===== config.mk =====
export PLATFORM = sky130hd
export DESIGN_NAME = tmcw_ctrl
export DESIGN_NICKNAME = d
export VERILOG_FILES = /design/src/tmcw_pkg.sv /design/src/tmcw_ctrl.sv
export SDC_FILE = /design/constraint.sdc
export NUM_CORES = 1
export LEC_CHECK = 0
export BUFFER_PORTS_ARGS = -buffer_cell sky130_fd_sc_hd__buf_2
export CAP_MARGIN = 20
export CORE_AREA = 4 4 41 43
export CTS_CLUSTER_SIZE = 25
export DETAILED_ROUTE_END_ITERATION = 16
export DIE_AREA = 0 0 45 47
export GPL_TIMING_DRIVEN = 0
export PLACE_DENSITY_LB_ADDON = 0.05
export SYNTH_ARGS = -nofsm -noshare
export SYNTH_HDL_FRONTEND = slang
export SYNTH_SLANG_ARGS = --single-unit

===== constraint.sdc =====
create_clock -name i_clk -period 1.6 [get_ports i_clk]
set_input_delay 0.08 -clock i_clk [delete_from_list [all_inputs] [get_ports i_clk]]
set_output_delay 0.08 -clock i_clk [all_outputs]
set_load 0.02 [all_outputs]

===== src/tmcw_pkg.sv =====
`timescale 1ns / 1ps
// ----------------------------------------------------------------------------
// tmcw_pkg
// Shared types and constants of the text-mode console writer.
// ----------------------------------------------------------------------------
package tmcw_pkg;

    localparam int OP_W   = 2;
    localparam int CHAR_W = 8;
    localparam int ATTR_W = 8;

    localparam logic [OP_W-1:0] OP_WRITE = 2'd0;
    localparam logic [OP_W-1:0] OP_CLEAR = 2'd1;
    localparam logic [OP_W-1:0] OP_READ  = 2'd2;

    localparam logic [CHAR_W-1:0] CODE_NL  = 8'd10;
    localparam logic [CHAR_W-1:0] CODE_CR  = 8'd13;
    localparam logic [CHAR_W-1:0] CODE_TAB = 8'd9;
    localparam logic [CHAR_W-1:0] CODE_BS  = 8'd8;
    localparam logic [CHAR_W-1:0] BLANK    = 8'h20;

    localparam logic [ATTR_W-1:0] RESET_ATTR = 8'h07;
    localparam int                TAB_STEP   = 4;

    // controller -> datapath
    typedef struct packed {
        logic accept;    // take the item on the input ports
        logic sweep;     // write a blank cell at the sweep counter, advance
        logic rst_attr;  // sweep with the reset attribute
        logic copy;      // copy the cell one row below into the counter cell
        logic emit;      // register the result word
    } t_dp_cmd;

    // datapath -> controller
    typedef struct packed {
        logic scroll;     // a write at the cursor would leave the last row
        logic cnt_last;   // sweep counter on the last cell
        logic copy_last;  // sweep counter on the last cell that takes a copy
    } t_dp_sts;

endpackage


===== src/tmcw_ctrl.sv =====
`timescale 1ns / 1ps
// ----------------------------------------------------------------------------
// tmcw_ctrl
// Sequencer of the console writer: clearing pass, item dispatch, sweeps.
// ----------------------------------------------------------------------------
module tmcw_ctrl
    import tmcw_pkg::*;
(
    input  logic            i_clk,
    input  logic            i_rst_n,
    input  logic            i_start,
    input  logic [OP_W-1:0] i_op,
    input  t_dp_sts         i_sts,
    output t_dp_cmd         o_cmd,
    output logic            o_busy
);

    localparam logic [2:0] S_INIT  = 3'd0;
    localparam logic [2:0] S_IDLE  = 3'd1;
    localparam logic [2:0] S_CLEAR = 3'd2;
    localparam logic [2:0] S_COPY  = 3'd3;
    localparam logic [2:0] S_FILL  = 3'd4;
    localparam logic [2:0] S_DONE  = 3'd5;

    logic [2:0] r_state;
    logic [2:0] n_state;

    always_ff @(posedge i_clk) begin
        if (!i_rst_n) begin
            r_state <= S_INIT;
        end else begin
            r_state <= n_state;
        end
    end

    always_comb begin
        n_state = r_state;
        o_cmd   = '0;
        unique case (r_state)
            S_INIT: begin
                o_cmd.sweep    = 1'b1;
                o_cmd.rst_attr = 1'b1;
                if (i_sts.cnt_last) begin
                    n_state = S_IDLE;
                end
            end
            S_IDLE: begin
                if (i_start) begin
                    o_cmd.accept = 1'b1;
                    priority if (i_op == OP_WRITE && i_sts.scroll) begin
                        n_state = S_COPY;
                    end else if (i_op == OP_CLEAR) begin
                        n_state = S_CLEAR;
                    end else begin
                        n_state = S_DONE;
                    end
                end
            end
            S_CLEAR: begin
                o_cmd.sweep = 1'b1;
                if (i_sts.cnt_last) begin
                    n_state = S_DONE;
                end
            end
            S_COPY: begin
                o_cmd.copy = 1'b1;
                if (i_sts.copy_last) begin
                    n_state = S_FILL;
                end
            end
            S_FILL: begin
                o_cmd.sweep = 1'b1;
                if (i_sts.cnt_last) begin
                    n_state = S_DONE;
                end
            end
            S_DONE: begin
                o_cmd.emit = 1'b1;
                n_state    = S_IDLE;
            end
            default: begin
                n_state = S_INIT;
            end
        endcase
    end

    assign o_busy = (r_state != S_IDLE);

endmodule


* After elaboration in Yosys (flattened, before gate mapping)
Index checks and enable logic that the tools add are counted.
Storage, ports and cells: register bits 3, output and inout port bits 6, logic and storage cells 31, input bits 8
Cells by class: reductions and logical operators 6, equality and inequality tests 11, mux-type cells 13
Operators by type and width (count):
- 2-to-1 mux 3 bit | 6
- one-hot mux 3 bit (5 select lines) | 1
- equality test 3 x 2 -> 1 bit (second input constant) | 2
- equality test 3 bit (second input constant) | 2
- 2-to-1 mux 1 bit | 6
- inequality test 2 bit (second input constant) | 3
- AND reduction 4 bit | 1
- equality test 3 x 1 -> 1 bit (second input constant) | 1
- logical NOT 3 bit | 1
- inequality test 3 x 1 -> 1 bit (second input constant) | 1
- OR reduction 3 bit | 1
- equality test 2 x 1 -> 1 bit (second input constant) | 1
- logical NOT 2 bit | 1
- inequality test 2 x 1 -> 1 bit (second input constant) | 1
- OR reduction 2 bit | 1
- logical AND 1 bit | 1

* Depth between registers and ports, before layout
Gate-level depths: netlist of run 1.
depth after elaboration 5, mapped depth 4, gate-level depth less buffers 3

* Least setup slack after synthesis of run 1
OpenSTA, ideal clock, no wires.
path kind reg2reg, start point register r_state[2], end point register r_state[0], setup slack 414 ps, data required time 1484 ps, period minus slack after synthesis 1186 ps, arrival time 1069 ps, library setup time 116 ps, path buffers 1, cell stages (with the launch flop) 5, cells stage by stage dfxtp_1 clkbuf_1 a21oi_1 nand2b_1 o211a_1
On the way: cells in the longest elaborated chain, start to end 4, elaborated cells between the ends (all ways) 13, those cells by class 9 x eq/ne; 1 x mux; 3 x reduce/logical
RTL lines:
- start: declaration | line tmcw_ctrl.sv:25 | logic [2:0] r_state;
- start signal: assignment | line tmcw_ctrl.sv:32 | r_state <= n_state;
- equality test 3 bit / equality test 3 x 2 -> 1 bit (equally long branches) | line tmcw_ctrl.sv:39 | unique case (r_state)
- OR reduction 2 bit (no source line)
- inequality test 2 x 1 -> 1 bit (no source line)
- AND reduction 4 bit (no source line)
Several ways; a longest one is shown, not always the timed one. A chain may end at the register's enable or synchronous reset.

==> impl_metrics.toml, run 1 <==
[cts]
clk_latency_ns = 0.23
htreeDepth = 1
cts_root_buf = "clkbuf_4"
post_cts_resized = 0
cts_max_path_buffers = 2
clock_sinks = 3
hold_buffers = 0
cts_setup_buffers = 0
clk_pin_slew_ns = 0.04
numCtsBuffers = 3
cts_tree = "built"

[detailed_routing]
wl_met3_um = 71
first_pass_iters = 4
vias = 278
via_per_inst = 4.48
drc = 0
wl_um = 651
wl_per_cell_um = 10.5
met2_length_um = 299
ant_nets = 0
met1Wirelength_um = 280
dr.max_layer_used = "met3"
drt_iter0_drc = 9

[finish]
fillers = 162
regMostFlops = "r_state"
syn_to_final_growth_pct = 47.8
instances_no_fill = 62
reg_top3 = "r_state (3)"
multi_input_area_um2 = 150
num_antenna_cells = 0
drive_above_1_share_pct = 38.3
seqCellArea_um2 = 60.1
largest_register_ff_count = 3
final_nets = 56

[sta]
clock.fmax_mhz = 731
slew_headroom_pct = 76.0
fin_tns_setup_ns = 0
rsz0062_at_grt = "false"
finalHoldViolations = 0
fin_crit_sh_pct = 85.5
setup_viol = 0
worstMarginPinSlew_ns = 0.360
skew_ns = 0.00347
period_minus_slack_ns = 1.37
maxSlewViolCount = 0

[critical_path]
cp-start-kind = "flop"
crit_path_max_incr_delay_ns = 0.30
worstPathMaxFanout = 10
crit_buf_inv = 2
cp.required_ns = 1.52
cpMaxStageDelayCell = "clkbuf_1"
arrival_ns = 1.29
path_cells = "clkbuf_1, nor2b_1, and2_1, buf_2"
endpoint_kind = "output port"
path_class = "reg2out"
path_delay_family = "buffers and inverters"

[synth]
synth.net_count = 38
ys_seq_area_share_pct = 26.1
synth_mux_area_share_pct = 11.4
synthSimpleGateAreaFrac_pct = 34.8
synth.distinct_cells = 22
synth_top_family_by_area = "simple AND/OR/NAND/NOR gates"
synth-compound-area-share_pct = 19.0
netlist.area_leader.share_pct = 26.1
dominantRegCellSynth = "dfxtp_1"
synth.avg_cell_area_um2 = 7.67
synth_top_cell_by_area = "dfxtp_1"
async_flop_share_pct = 0
synth_commonest_cells = "dfxtp_1, inv_1, nor2_1"
syn-instance-count = 30
synth_seq_cells = 3
yosys.area_share.adder_pct = 0
yosys-top-cells-area = "dfxtp_1, mux2_4, inv_1, mux2_1, nand4bb_1"
synth_area_um2 = 230
yosys_warnings = 0
synth-edff-count = 0
synth_xor_area_share_pct = 0

[placement]
routabilityCongestion = 0.649
portBuffers = 13
dp_hpwl_um = 519
dp.cells = 58

[floorplan]
core-area_um2 = 1300
initial_core_util_pct = 17.7
die_y_um = 47
io_pins = 14
die_w_um = 45
dieArea_um2 = 2120
rows = 13

[pwr]
p_leak_nw = 0.171
p_per_area_nw_per_um2 = 858
vdd_drop_max_mv = 0.318

[min_path]
hp-class = "in2reg"

[global_route]
grt_usage_pct = 7.41
overflow = 0
grt_max_degree = 11
grt_pass1_vias = 275
grt_pass1_wl_mm = 1.10
antenna_found_initial = 0

[outcome]
status = "completed"

[flow_run]
max_cap_viol_count = 0
[logic make-up (layout without fill, tap and decap cells)]
family / Yosys count / count (layout)
AND/OR/NAND/NOR: 14 / 14
buffers and inverters: 5 / 22
multiplexers: 2 / 2
AO/OA/AOI/OAI: 6 / 6
flip-flops: 3 / 3
[worst paths after layout]
check | start | to | slack, ns | cells after the start
max | r_state[2] | o_cmd[1] | 0.23 | 4
min | i_rst_n | r_state[0] | 0.09 | 2
max reg2reg | r_state[0] | r_state[1] | 0.35 | 3
min reg2reg | r_state[1] | r_state[2] | 0.65 | 3
[where the power goes]
| part | total (mW) | switching [mW] | internal (mW) | leakage (nW) |
|---|---|---|---|---|
| Combinational | 0.0734 | 0.0406 | 0.0328 | 0.132 |
| Clock | 0.133 | 0.0400 | 0.0935 | 0.0150 |
| Sequential | 0.0852 | 0.00550 | 0.0797 | 0.0246 |
| Total | 0.292 | 0.0860 | 0.206 | 0.171 |
[layer usage]
metal  up-vias  track usage [%]
met5         -                0
met4         0             5.26
met3         0             4.60
met2        12             9.89
met1       127             8.60
li1        139                -
[metrics by stage]
stage | hold slack (ns) | cell area (um^2) | power, mW | util [%] | setup WS [ns]
2_1_floorplan | 0.212 | 230 | 0.133 | - | 0.414
3_3_place_gp | 0.337 | 314 | 0.160 | 24.1 | 0.353
3_5_place_dp | 0.337 | 314 | 0.161 | 24.1 | 0.354
4_1_cts | 0.0883 | 340 | 0.301 | 26.2 | 0.195
5_1_grt | 0.107 | 340 | 0.316 | 26.2 | 0.108
6_report | 0.0929 | 340 | 0.292 | 26.2 | 0.232
[layout by cell type, fill, tap and decap left out, types with 2 or more instances in the layout]
cell type,synthesis,layout
clkbuf_1,1,2
buf_2,1,14
dfxtp_1,3,3
inv_1,3,3
nor2_1,3,3
clkbuf_4,0,3
nand2_1,2,2
a21oi_1,2,2
[final cells by class]
class                           instances  area share [%]
Multi-Input combinational cell         22            44.1
Timing Repair Buffer                   13            19.1
Sequential cell                         3            17.6
Clock buffer                            4            7.72
Tap cell                               15            5.51
Inverter                                3            3.31
Buffer                                  2            2.57
Power figures use the tool's default switching activity.
==> inputs of run 2 (changes only) <==
Settings changed: PLACE_DENSITY from default to 0.47, PLACE_DENSITY_LB_ADDON 0.05 to default.
==> run 2 against run 1 <==
Die area is the same. Total power shrank 1.1%. Highest routed layer unchanged. Global-route usage decreased by 1.7 points. Clock power barely moved. Flip-flop and latch count stayed put. Critical endpoint unchanged. Routed wire length shrank 10%. Clock skew decreased by 0.0034 ns. Critical path type unchanged. Non-clock buffer count unchanged.
==> impl_metrics.toml, run 2 (synthesized netlist as in run 1, its figures left out) <==
[critical_path]
reg2reg_depth = 3
r2r_end = "r_state[1]"
worstPathMaxFanout = 10
rr_startpoint = "r_state[0]"
path_class = "reg2out"
cp.required_ns = 1.52
r2r_slack_ns = 0.38
cp-start-kind = "flop"
endpoint_kind = "output port"
arrival_ns = 1.27

[finish]
reg_top3 = "r_state (3)"
fillers = 151
mostFrequentLayoutCell = "buf_2"
num_antenna_cells = 0
final_nets = 56
largest_register_ff_count = 3
seqCellArea_um2 = 60.1
drive_above_1_share_pct = 38.3
layout_common_cells = "buf_2, inv_1, nor2_1, clkbuf_4, dfxtp_1"
multi_input_area_um2 = 150
regMostFlops = "r_state"
fin_area_um2 = 340
syn_to_final_growth_pct = 47.8

[sta]
period_minus_slack_ns = 1.35
maxSlewViolCount = 0
skew_ns = 0.000107
setup_viol = 0
clock.fmax_mhz = 741
worstMarginPinSlew_ns = 0.364
fin_tns_setup_ns = 0
slew_headroom_pct = 75.7
fin_crit_sh_pct = 84.4
finalHoldViolations = 0
rsz0062_at_grt = "false"

[cts]
clock_sinks = 3
clk_pin_slew_ns = 0.04
cts_tree = "built"
hold_buffers = 0
numCtsBuffers = 3
cts_root_buf = "clkbuf_4"
cts_setup_buffers = 0
clk_latency_ns = 0.23
htreeDepth = 1
post_cts_resized = 0
cts_max_path_buffers = 2

[global_route]
grt_usage_pct = 5.68
grt_pass1_vias = 229
grt_max_degree = 11
grt_pass1_wl_um = 876
antenna_found_initial = 0
overflow = 0

[detailed_routing]
ant_nets = 0
first_pass_iters = 4
drc = 0
vias = 258
wl_um = 583
drt_iter0_drc = 11
wl_per_cell_um = 9.40
via_per_inst = 4.16

[placement]
dp_hpwl_um = 462
routabilityCongestion = 0.655
portBuffers = 13
place_area_um2 = 314

[outcome]
status = "completed"

[floorplan]
core-area_um2 = 1300
rows = 13
die_y_um = 47
io_pins = 14
die_w_um = 45
initial_core_util_pct = 17.7
dieArea_um2 = 2120

[flow_run]
max_cap_viol_count = 0

[pwr]
p_per_area_nw_per_um2 = 849
vdd_drop_max_mv = 0.311
p_leak_nw = 0.171

[min_path]
hold_end = "r_state[0]"
min-delay-start = "i_rst_n"
hp-class = "in2reg"
holdPathStages = 2
-- run 2: how the worst max path moves through the flow --
| stage | from | to | cells after the start |
|---|---|---|---|
| final | r_state[2] | o_cmd[1] | 4 |
| after global routing | r_state[2] | o_cmd[1] | 4 |
| after CTS | r_state[2] | o_cmd[1] | 4 |
| after detailed placement | r_state[0] | r_state[1] | 3 |
| after global placement | r_state[0] | r_state[1] | 3 |
| after floorplan | r_state[2] | r_state[0] | 4 |
-- run 2: power breakdown --
| part | total (mW) | internal (mW) | switching (mW) |
|---|---|---|---|
| Combinational | 0.0726 | 0.0328 | 0.0398 |
| Clock | 0.132 | 0.0934 | 0.0381 |
| Sequential | 0.0848 | 0.0797 | 0.00512 |
| Total | 0.289 | 0.206 | 0.0831 |
-- run 2: layout make-up --
cell class | instances | area share, %
clock buffer | 4 | 7.72
multi-input combinational | 22 | 44.1
buffer | 2 | 2.57
sequential | 3 | 17.6
inverter | 3 | 3.31
tap | 15 | 5.51
timing repair buffer | 13 | 19.1
-- run 2: critical path, stage by stage (launching register included) --
cell and delay, ns:
dfxtp_1 0.30, clkbuf_1 0.30, nor2b_1 0.12, and2_1 0.17
buf_2 0.15
-- run 2: through the flow --
stage	power, mW	hold slack (ns)	setup WS (ns)	std cells	util, %
2_1_floorplan	0.133	0.212	0.414	30	-
3_3_place_gp	0.159	0.336	0.354	58	24.1
3_5_place_dp	0.159	0.327	0.373	58	24.1
4_1_cts	0.297	0.0860	0.241	62	26.2
5_1_grt	0.310	0.101	0.172	62	26.2
6_report	0.289	0.0928	0.250	62	26.2
-- run 2: metal layers --
| layer | vias up | track usage, % | share of wire, % |
|---|---|---|---|
| met2 | 13 | 6.21 | 36 |
| met3 | 0 | 3.45 | 8.2 |
| met4 | 0 | 1.75 | 0 |
| met5 | - | 0 | 0 |
| met1 | 106 | 8.62 | 56 |
| li1 | 139 | - | - |
